$ cat config.mk
export PLATFORM = sky130hd
export DESIGN_NAME = hl2d_row_lift_flat
export DESIGN_NICKNAME = d
export VERILOG_FILES = /design/src/design/hl2d_pkg.sv /design/src/design/hl2d_ifs.sv /design/src/design/hl2d_row_lift.sv /design/src/flat_wrapper.sv
export SDC_FILE = /design/constraint.sdc
export NUM_CORES = 1
export LEC_CHECK = 0
export ABC_CLOCK_PERIOD_IN_PS = 3600
export BUFFER_PORTS_ARGS = -buffer_cell sky130_fd_sc_hd__buf_4
export CAP_MARGIN = 20
export CORE_ASPECT_RATIO = 0.75
export CORE_MARGIN = 2
export CORE_UTILIZATION = 58
export CTS_CLUSTER_DIAMETER = 40
export DETAILED_ROUTE_END_ITERATION = 10
export PLACE_DENSITY = 0.87
export SYNTH_ARGS = -nofsm -noshare
export SYNTH_HDL_FRONTEND = slang
export SYNTH_SLANG_ARGS = --single-unit
$ cat constraint.sdc
create_clock -name clk -period 3.6 [get_ports clk]
set_clock_uncertainty 0.15 [all_clocks]
set_input_delay 0.36 -clock clk [delete_from_list [all_inputs] [get_ports clk]]
set_output_delay 0.36 -clock clk [all_outputs]
set_load 0.05 [all_outputs]
$ cat src/design/hl2d_pkg.sv
// ----------------------------------------------------------------------------
// hl2d_pkg
// Shared constants, register indexes and types of the 2D Haar lifting block.
// ----------------------------------------------------------------------------
package hl2d_pkg;

    localparam int MAX_WIDTH_DEF   = 1024;
    localparam int SAMPLE_BITS_DEF = 16;
    localparam int MAX_HEIGHT      = 4096;

    localparam int ROW_BITS  = 12;
    localparam int COL_BITS  = 10;
    localparam int COEF_BITS = 22;

    localparam int COEF_MAX = 2097151;
    localparam int COEF_MIN = -2097152;

    localparam int WIDTH_REG_BITS  = 11;
    localparam int HEIGHT_REG_BITS = 13;
    localparam int CFG_DATA_BITS   = 13;
    localparam int CFG_INDEX_BITS  = 1;

    localparam logic [CFG_INDEX_BITS-1:0] REG_IMAGE_WIDTH  = 1'd0;
    localparam logic [CFG_INDEX_BITS-1:0] REG_IMAGE_HEIGHT = 1'd1;

    localparam int WIDTH_RESET  = 512;
    localparam int HEIGHT_RESET = 512;

    // results per sample, and the output queue that absorbs them
    localparam int OUT_MAX        = 4;
    localparam int OUT_COUNT_BITS = 3;
    localparam int OUT_FIFO_DEPTH = 8;

    // what the column stage does with the row values of one sample
    localparam logic [1:0] MODE_STORE = 2'd0;
    localparam logic [1:0] MODE_ODD   = 2'd1;
    localparam logic [1:0] MODE_LAST  = 2'd2;

    typedef struct packed {
        logic       pair;
        logic       single;
        logic [1:0] mode;
    } lift_ctrl_t;

    typedef struct packed {
        logic [ROW_BITS-1:0]         row_index;
        logic [COL_BITS-1:0]         col_index;
        logic signed [COEF_BITS-1:0] coefficient;
        logic                        last;
    } result_t;

endpackage

$ cat src/design/hl2d_ifs.sv
// ----------------------------------------------------------------------------
// hl2d interfaces
// Sample stream, coefficient stream and configuration write channel.
// ----------------------------------------------------------------------------
interface hl2d_sample_if #(
    parameter int SAMPLE_BITS = hl2d_pkg::SAMPLE_BITS_DEF
);
    logic                          valid;
    logic                          ready;
    logic signed [SAMPLE_BITS-1:0] sample;

    modport source (output valid, output sample, input ready);
    modport sink   (input valid, input sample, output ready);
endinterface


$ cat src/design/hl2d_row_lift.sv
// ----------------------------------------------------------------------------
// hl2d_row_lift
// Raster counters and horizontal lifting; registers the row values of each
// sample that completes a pair or ends an odd-width row.
// ----------------------------------------------------------------------------
module hl2d_row_lift #(
    parameter int MAX_WIDTH   = hl2d_pkg::MAX_WIDTH_DEF,
    parameter int SAMPLE_BITS = hl2d_pkg::SAMPLE_BITS_DEF,
    localparam int CW = (MAX_WIDTH > 2) ? $clog2(MAX_WIDTH) : 1,
    localparam int RW = SAMPLE_BITS + 2
) (
    input  logic                            clk,
    input  logic                            rst_n,
    hl2d_sample_if.sink                     pixels,
    input  logic                            restart,
    input  logic [CW-1:0]                   w_last,
    input  logic [hl2d_pkg::ROW_BITS-1:0]   h_last,
    output logic                            a_valid,
    input  logic                            a_ready,
    output hl2d_pkg::lift_ctrl_t            a_ctrl,
    output logic [hl2d_pkg::ROW_BITS-1:0]   a_row,
    output logic [CW-1:0]                   a_col,
    output logic signed [RW-1:0]            a_rv0,
    output logic signed [RW-1:0]            a_rv1
);

    localparam int DW = SAMPLE_BITS + 1;

    logic [CW-1:0]                   col_reg, col_next;
    logic [hl2d_pkg::ROW_BITS-1:0]   row_reg, row_next;
    logic signed [SAMPLE_BITS-1:0]   prev_px_reg;
    logic signed [DW-1:0]            prev_d_reg;
    logic                            a_valid_reg;

    logic signed [SAMPLE_BITS-1:0]   px;
    logic signed [DW-1:0]            d;
    logic                            accept;
    hl2d_pkg::lift_ctrl_t            ctrl;
    logic [CW-1:0]                   col0;
    logic signed [RW-1:0]            rv0, rv1;

    assign px            = SAMPLE_BITS'(pixels.sample);
    assign pixels.ready  = !a_valid_reg || a_ready;
    assign accept        = pixels.valid && pixels.ready;
    assign a_valid       = a_valid_reg;

    always_comb
    begin
        d           = DW'(px) - DW'(prev_px_reg);
        ctrl.pair   = col_reg[0];
        ctrl.single = !col_reg[0] && (col_reg == w_last);
        if (row_reg[0])
        begin
            ctrl.mode = hl2d_pkg::MODE_ODD;
        end
        else if (row_reg == h_last)
        begin
            ctrl.mode = hl2d_pkg::MODE_LAST;
        end
        else
        begin
            ctrl.mode = hl2d_pkg::MODE_STORE;
        end

        if (col_reg[0])
        begin
            // even + d/2 and d, both in halves
            rv0  = RW'(prev_px_reg) + RW'(px);
            rv1  = $signed({d, 1'b0});
            col0 = col_reg - CW'(1);
        end
        else
        begin
            // unpaired last column borrows the neighbouring detail
            rv0  = RW'($signed({px, 1'b0})) + RW'(prev_d_reg);
            rv1  = '0;
            col0 = col_reg;
        end

        col_next = col_reg;
        row_next = row_reg;
        if (col_reg == w_last)
        begin
            col_next = '0;
            row_next = (row_reg == h_last) ? '0 : row_reg + 1'b1;
        end
        else
        begin
            col_next = col_reg + CW'(1);
        end
    end

    always_ff @(posedge clk or negedge rst_n)
    begin
        if (!rst_n)
        begin
            col_reg     <= '0;
            row_reg     <= '0;
            prev_px_reg <= '0;
            prev_d_reg  <= '0;
            a_valid_reg <= 1'b0;
        end
        else if (restart)
        begin
            col_reg     <= '0;
            row_reg     <= '0;
            prev_px_reg <= '0;
            prev_d_reg  <= '0;
        end
        else
        begin
            if (accept)
            begin
                col_reg     <= col_next;
                row_reg     <= row_next;
                prev_px_reg <= px;
                if (col_reg[0])
                begin
                    prev_d_reg <= d;
                end
                // drop samples that only feed the pair register
                a_valid_reg <= ctrl.pair || ctrl.single;
            end
            else if (a_ready)
            begin
                a_valid_reg <= 1'b0;
            end
        end
    end

    always_ff @(posedge clk)
    begin
        if (accept)
        begin
            a_ctrl <= ctrl;
            a_row  <= row_reg;
            a_col  <= col0;
            a_rv0  <= rv0;
            a_rv1  <= rv1;
        end
    end

endmodule

$ cat src/flat_wrapper.sv
// flat-port wrapper written by rule: the top's interface ports become plain ports
module hl2d_row_lift_flat 
#(
    parameter int MAX_WIDTH   = hl2d_pkg::MAX_WIDTH_DEF,
    parameter int SAMPLE_BITS = hl2d_pkg::SAMPLE_BITS_DEF,
    localparam int CW = (MAX_WIDTH > 2) ? $clog2(MAX_WIDTH) : 1,
    localparam int RW = SAMPLE_BITS + 2
)
  (clk, rst_n, restart, w_last, h_last, a_valid, a_ready, a_ctrl, a_row, a_col, a_rv0, a_rv1, pixels_valid, pixels_sample, pixels_ready);
  hl2d_sample_if #(.SAMPLE_BITS(SAMPLE_BITS)) pixels_i ();
  input  logic clk;
  input  logic rst_n;
  input  logic restart;
  input  logic [CW-1:0] w_last;
  input  logic [hl2d_pkg::ROW_BITS-1:0] h_last;
  output logic a_valid;
  input  logic a_ready;
  output hl2d_pkg::lift_ctrl_t a_ctrl;
  output logic [hl2d_pkg::ROW_BITS-1:0] a_row;
  output logic [CW-1:0] a_col;
  output logic signed [RW-1:0] a_rv0;
  output logic signed [RW-1:0] a_rv1;
  input wire logic [$bits(pixels_i.valid)-1:0] pixels_valid;
  input wire logic [$bits(pixels_i.sample)-1:0] pixels_sample;
  output wire logic [$bits(pixels_i.ready)-1:0] pixels_ready;
  assign pixels_i.valid = pixels_valid;
  assign pixels_i.sample = pixels_sample;
  assign pixels_ready = pixels_i.ready;
  hl2d_row_lift #(.MAX_WIDTH(MAX_WIDTH), .SAMPLE_BITS(SAMPLE_BITS)) u_core (.clk(clk), .rst_n(rst_n), .pixels(pixels_i), .restart(restart), .w_last(w_last), .h_last(h_last), .a_valid(a_valid), .a_ready(a_ready), .a_ctrl(a_ctrl), .a_row(a_row), .a_col(a_col), .a_rv0(a_rv0), .a_rv1(a_rv1));
endmodule
==> results of run 1 <==
[logic make-up (layout without fill, tap and decap cells)]
family | Yosys count | count (layout) | synth area share
AOI/OAI and AO/OA | 171 | 171 | 0.153
muxes | 6 | 6 | 0.00919
buffers and inverters | 75 | 182 | 0.0430
DFF | 117 | 117 | 0.448
xor gates and xnor gates | 66 | 66 | 0.0822
and+or+nand+nor | 248 | 248 | 0.166
other | 1 | 2 | 0.000520
adders and majority gates | 55 | 55 | 0.0985
[metal layers]
layer | GRT usage | routed length (um) | share of wire
met1 | 0.415 | 8570 | 0.45
met2 | 0.454 | 8620 | 0.46
met3 | 0.0558 | 1400 | 0.074
met4 | 0.0918 | 333 | 0.018
met5 | 0 | 0 | 0
[worst max-delay path by stage]
| stage | start | endpoint | slack [ps] | cells after the start |
|---|---|---|---|---|
| CTS | u_core.prev_d_reg[2] | u_core.a_rv0[14] | 540 | 8 |
| finish | u_core.prev_px_reg[0] | u_core.a_rv1[15] | 450 | 9 |
| global route | u_core.prev_px_reg[2] | u_core.a_rv0[16] | 220 | 10 |
| detailed placement | pixels_sample[1] | u_core.a_rv0[14] | 460 | 9 |
| floorplan | u_core.a_valid | u_core.a_col[0] | 480 | 5 |
| global placement | pixels_sample[1] | u_core.a_rv0[14] | 520 | 9 |
[stage by stage]
stage | util | setup slack, ps | power (mW) | instances | instance area [um2]
final | 0.715 | 448 | 4.53 | 1013 | 8730
after global routing | 0.715 | 218 | 4.69 | 1013 | 8730
after CTS | 0.715 | 543 | 4.52 | 1013 | 8730
after detailed placement | 0.664 | 460 | 2.74 | 980 | 8110
after global placement | 0.664 | 519 | 2.72 | 980 | 8110
after floorplan | - | 479 | 2.40 | 740 | 7220
[cell usage in the layout, fill, tap and decap left out, types with 12 or more instances in the layout]
cell type  instances
ha_1              52
xnor2_1           48
nand2_1           65
nor2_1            73
inv_1             33
clkbuf_16         17
nor2b_1           12
a21o_1            13
xor2_1            16
o21ai_0           28
edfxtp_1          61
dfrtp_1           56
buf_4            115
nor3_1            23
a21oi_1           56
[power groups by stage]
stage                     Sequential (mW)  Combinational (mW)  Clock [mW]
after global placement               1.62                1.10           0
after global routing                 1.61                1.22        1.85
after detailed placement             1.63                1.12           0
final                                1.60                1.15        1.78
after floorplan                      1.89               0.511           0
after CTS                            1.60                1.13        1.78
[final cells by class]
cell class                 instances  area share
clock buffer                      19      0.0496
clock inverter                    13      0.0206
inverter                          34      0.0148
multi-input combinational        548       0.421
sequential                       117       0.370
tap                              166      0.0238
timing repair buffer             116       0.100
[worst reg2reg max path, stage by stage, from the launching register on]
cell      delay (ps)
dfrtp_1          410
ha_1             240
fa_1             390
nor2b_1          160
o21ai_0          110
a21boi_0         550
o311ai_1         280
a21oi_1          360
o21a_1           170
nor3_1            50
==> results.md, run 1 <==
- Status: complete, no violations
- Reg-to-reg startpoint: u_core.prev_px_reg[0]
- Final setup viols: 0
- Unrepaired setup endpoints after global routing: false
- Final min period: 3150 ps
- Slew Viols, Final: 0
- Post-synth top area share: 0.254
- Die area: 13400 um2
- CP max-delay cell: a21boi_0
- FF-to-FF path depth: 9
- Number of global-route vias before repair: 5908
- CTS Sinks: 117
- Leakage power: 3.76 nW
- Hold endpoint: u_core.prev_px_reg[4]
- Post-synth top area cell: edfxtp_1
- Area contributors post-synth: edfxtp_1 (25%), dfrtp_1 (19%), ha_1 (9.0%), xnor2_1 (5.8%), a21oi_1 (3.9%)
- FF+latch count, synth: 117
- Ys flop type: edfxtp_1
- Area occupied by registers: 3230 um2
- Clock share of power: 0.393
- Reg-to-Reg End: u_core.a_rv1[15]
- Top-count cell post-synth: nor2_1
- Crit. End Element: flip-flop
- Psw: 1.43 mW
- Total wire length after detailed routing: 18900 um
- Rel. slew slack: 0.291
- Worst Path Class, Setup: flip-flop to flip-flop
- Area Growth Syn to Fin: 21.0%
- Startpoint type of the worst setup path: flip-flop
- CTS Hold Bufs: 1
- Sequential Power Share: 0.354
- Max rail drop VDD: 0.387 mV
- Die Width: 133 um
- Max reg flops: 18
- DR vias/cell: 5.92
- Mapped cell area: 7220 um2
- Power Dens Cells: 518 nW/um2
- Resized cells post-CTS: 0
- Initial DRC Count: 589
- GRT Residual Overflow: 0
- Antenna diodes: 0
- Multi-input logic area: 3680 um2
- Synth top cells by count: nor2_1 (73), nand2_1 (65), edfxtp_1 (61)
- Hold path depth: 3
- Buffers on Ports: 105
- DRC viols: 0
- HP Class: input port to flip-flop
- Combinational share of power: 0.253
- Crit path max fanout: 4
- Post-Syn Instances: 739
- Final ANT Viol Nets: 0
- Largest delay contributor family on the critical path: compound AO/OA/AOI/OAI gates
- Post-synth cell types: 63
- GRT Resource Usage Total: 0.291
- Period utilization: 0.875
- CTS tree: yes
- CTS Buf Count: 17
- Number of synthesized flops with an enable pin: 61
- Critical path data arrival time: 3130 ps
- Asr flop ratio synth: 0.479
- Cell Rows: 35
- Total iterations of the first detailed-routing run: 5
- CP peak stage delay: 550 ps
- First-pass GRT wire length: 30400 um
- Filler instances: 873
- Mean post-synth cell area: 9.76 um2
- Worst Tran Pin Value: 1060 ps
- Initial Util: 0.591
- Avg WL per Cell: 18.7 um
- Synth warnings: 0
- Required time worst endpoint: 3580 ps
- CP Cell Sequence: ha_1 -> fa_1 -> nor2b_1 -> o21ai_0 -> a21boi_0 -> o311ai_1 -> a21oi_1 -> o21a_1 -> nor3_1
- FF-to-FF setup slack: 450 ps
- Final GP Congestion: 0.927
- Clock Path Buffers: 2
- HP Start: pixels_sample[4]
- Num ports: 107
- Register area share after synthesis: 0.448
- Final Hold Vio Count: 0
- Worst-path clk slew: 50 ps
- WHS: 66.9 ps
- Max Cap Viol: 0
- Die height: 101 um
- Core ar.: 12200 um2
- TNS Setup: 0 ps
- Fmax: 317 MHz
- CTS root buffer: clkbuf_16
- Fin nets: 932
- Initial antenna violation count: 0
- Largest net degree at the start of global routing: 85
- Internal: 3.09 mW
- Share of cells above drive strength 1: 0.190
- Clock insertion delay at the later pin of the skew report: 420 ps
- H-tree depth: 4
- Post-DP HPWL: 13200 um
- Post-CTS Setup Bufs: 0
- Bufs and invs on worst path: 0
- Sw frac: 0.316
- Via Count: 5995
(Power assumes the default switching activity.)
==> run 2: changes to the inputs <==
--- a/config.mk
+++ b/config.mk
@@ -13,7 +13,7 @@
 export CORE_UTILIZATION = 58
 export CTS_CLUSTER_DIAMETER = 40
 export DETAILED_ROUTE_END_ITERATION = 10
-export PLACE_DENSITY = 0.87
+export PLACE_DENSITY = 0.86
 export SYNTH_ARGS = -nofsm -noshare
 export SYNTH_HDL_FRONTEND = slang
 export SYNTH_SLANG_ARGS = --single-unit
==> run 2 against run 1 <==
  * Sequential power hardly changed
  * Clock power barely moved
  * Non-clock buffer count is 1 lower
  * Largest power group unchanged
  * Highest routed layer unchanged
==> results.md, run 2 (same netlist as run 1, synthesis figures left out) <==
- Final Hold Vio Count: 0
- Slew Viols, Final: 0
- Post-CTS Setup Bufs: 0
- Via Count: 6104
- CTS tree: yes
- Core ar.: 12200 um2
- Clock insertion delay at the later pin of the skew report: 420 ps
- Final ANT Viol Nets: 0
- DR vias/cell: 6.03
- Reg-to-reg startpoint: u_core.prev_d_reg[2]
- Most common cell after layout, fill and taps aside: buf_4
- Crit path max fanout: 3
- CTS Sinks: 117
- Final Non-Filler Cells: 1012
- CP Cell Sequence: ha_1 -> a211o_1 -> a2111oi_2 -> o22ai_1 -> o21bai_1 -> a21boi_0 -> mux2_2 -> a211oi_1
- Antenna diodes: 0
- Max Cap Viol: 0
- CP peak stage delay: 630 ps
- Fin nets: 931
- Power Dens Cells: 516 nW/um2
- Largest net degree at the start of global routing: 57
- Initial Util: 0.591
- Worst Path Class, Setup: flip-flop to flip-flop
- Max reg flops: 18
- Unrepaired setup endpoints after global routing: false
- Largest delay contributor family on the critical path: compound AO/OA/AOI/OAI gates
- Num ports: 107
- Final min period: 3180 ps
- FF-to-FF path depth: 8
- Buffers on Ports: 105
- Leakage power: 3.75 nW
- Period utilization: 0.883
- Startpoint type of the worst setup path: flip-flop
- Cell Rows: 35
- CP Capture Point: u_core.a_rv0[14]
- Psw: 1.42 mW
- Total iterations of the first detailed-routing run: 6
- Worst Tran Pin Value: 819 ps
- WP depth: 8
- CTS Hold Bufs: 1
- Filler instances: 850
- Die height: 101 um
- GRT Residual Overflow: 0
- Crit. End Element: flip-flop
- Fmax: 315 MHz
- HP Class: input port to flip-flop
- Clock share of power: 0.389
- Initial antenna violation count: 0
- Post-DP HPWL: 13500 um
- H-tree depth: 4
- CTS Buf Count: 17
- Status: complete, no violations
- Sequential Power Share: 0.356
- Total wire length after detailed routing: 19300 um
- First-pass GRT wire length: 30900 um
- Internal: 3.08 mW
- Final setup viols: 0
- Worst-path clk slew: 60 ps
- Avg WL per Cell: 19.0 um
- Sw frac: 0.316
- GRT Resource Usage Total: 0.296
- Number of global-route vias before repair: 5852
- Clock Path Buffers: 2
- Area Growth Syn to Fin: 20.8%
- TNS Setup: 0 ps
- Final GP Congestion: 0.980
- Max rail drop VDD: 0.400 mV
- CTS root buffer: clkbuf_16
- Bufs and invs on worst path: 0
- DRC viols: 0
- Resized cells post-CTS: 0
- Initial DRC Count: 755
- CP max-delay cell: a2111oi_2
- Reg-to-Reg End: u_core.a_rv0[14]
- Critical path data arrival time: 3270 ps
- Combinational share of power: 0.256
- Rel. slew slack: 0.453
- Die area: 13400 um2
- Placed insts: 979
- Die Width: 133 um
- Most frequent cells in the layout: buf_4 (114), nor2_1 (73), nand2_1 (65), edfxtp_1 (61)
- Required time worst endpoint: 3690 ps
- Crit path launch: u_core.prev_d_reg[2]
- FF-to-FF setup slack: 420 ps
- Share of cells above drive strength 1: 0.188
run 2: how the worst min path moves through the flow:
stage / slack (ps) / startpoint / endpoint / cells past startpoint
CTS: 60 / pixels_sample[4] / u_core.prev_px_reg[4] / 3
global route: 70 / pixels_sample[3] / u_core.prev_px_reg[3] / 3
global placement: 330 / rst_n / u_core.prev_px_reg[9] / 1
floorplan: -90 / rst_n / u_core.a_valid / 0
detailed placement: 340 / rst_n / u_core.prev_d_reg[9] / 1
finish: 70 / pixels_sample[3] / u_core.prev_px_reg[3] / 3
run 2: power groups by stage:
stage,registers [mW],logic (mW),clock network [mW]
final,1.60,1.15,1.75
after global routing,1.61,1.23,1.82
after CTS,1.60,1.14,1.76
after detailed placement,1.62,1.13,0
after global placement,1.62,1.11,0
after floorplan,1.89,0.511,0
run 2: layout make-up:
type | instances | area [um2] | area share
tap | 166 | 208 | 0.0238
timing repair buffer | 115 | 866 | 0.0993
clock inverter | 8 | 126 | 0.0145
multi-input combinational | 548 | 3680 | 0.422
sequential | 117 | 3230 | 0.371
inverter | 34 | 129 | 0.0148
clock buffer | 24 | 482 | 0.0552
run 2: worst register-to-register path: stages, from the launching register on:
cell and delay (ps):
dfrtp_1 420, ha_1 320, a211o_1 300, a2111oi_2 630, o22ai_1 280, o21bai_1 270
a21boi_0 140, mux2_2 290, a211oi_1 220
run 2: metal layers:
metal / share of wire / GRT usage
met5: 0 / 0
met4: 0.018 / 0.107
met3: 0.084 / 0.0548
met2: 0.46 / 0.452
met1: 0.44 / 0.428
run 2: through the flow:
stage	util	total power [mW]	instance area, um2	worst slack (ps)	hold slack [ps]
after floorplan	-	2.40	7220	479	-85.6
after global routing	0.714	4.66	8720	247	65.9
final	0.714	4.50	8720	423	66.0
after CTS	0.714	4.50	8720	494	57.2
after detailed placement	0.663	2.75	8100	402	344
after global placement	0.663	2.73	8100	415	325
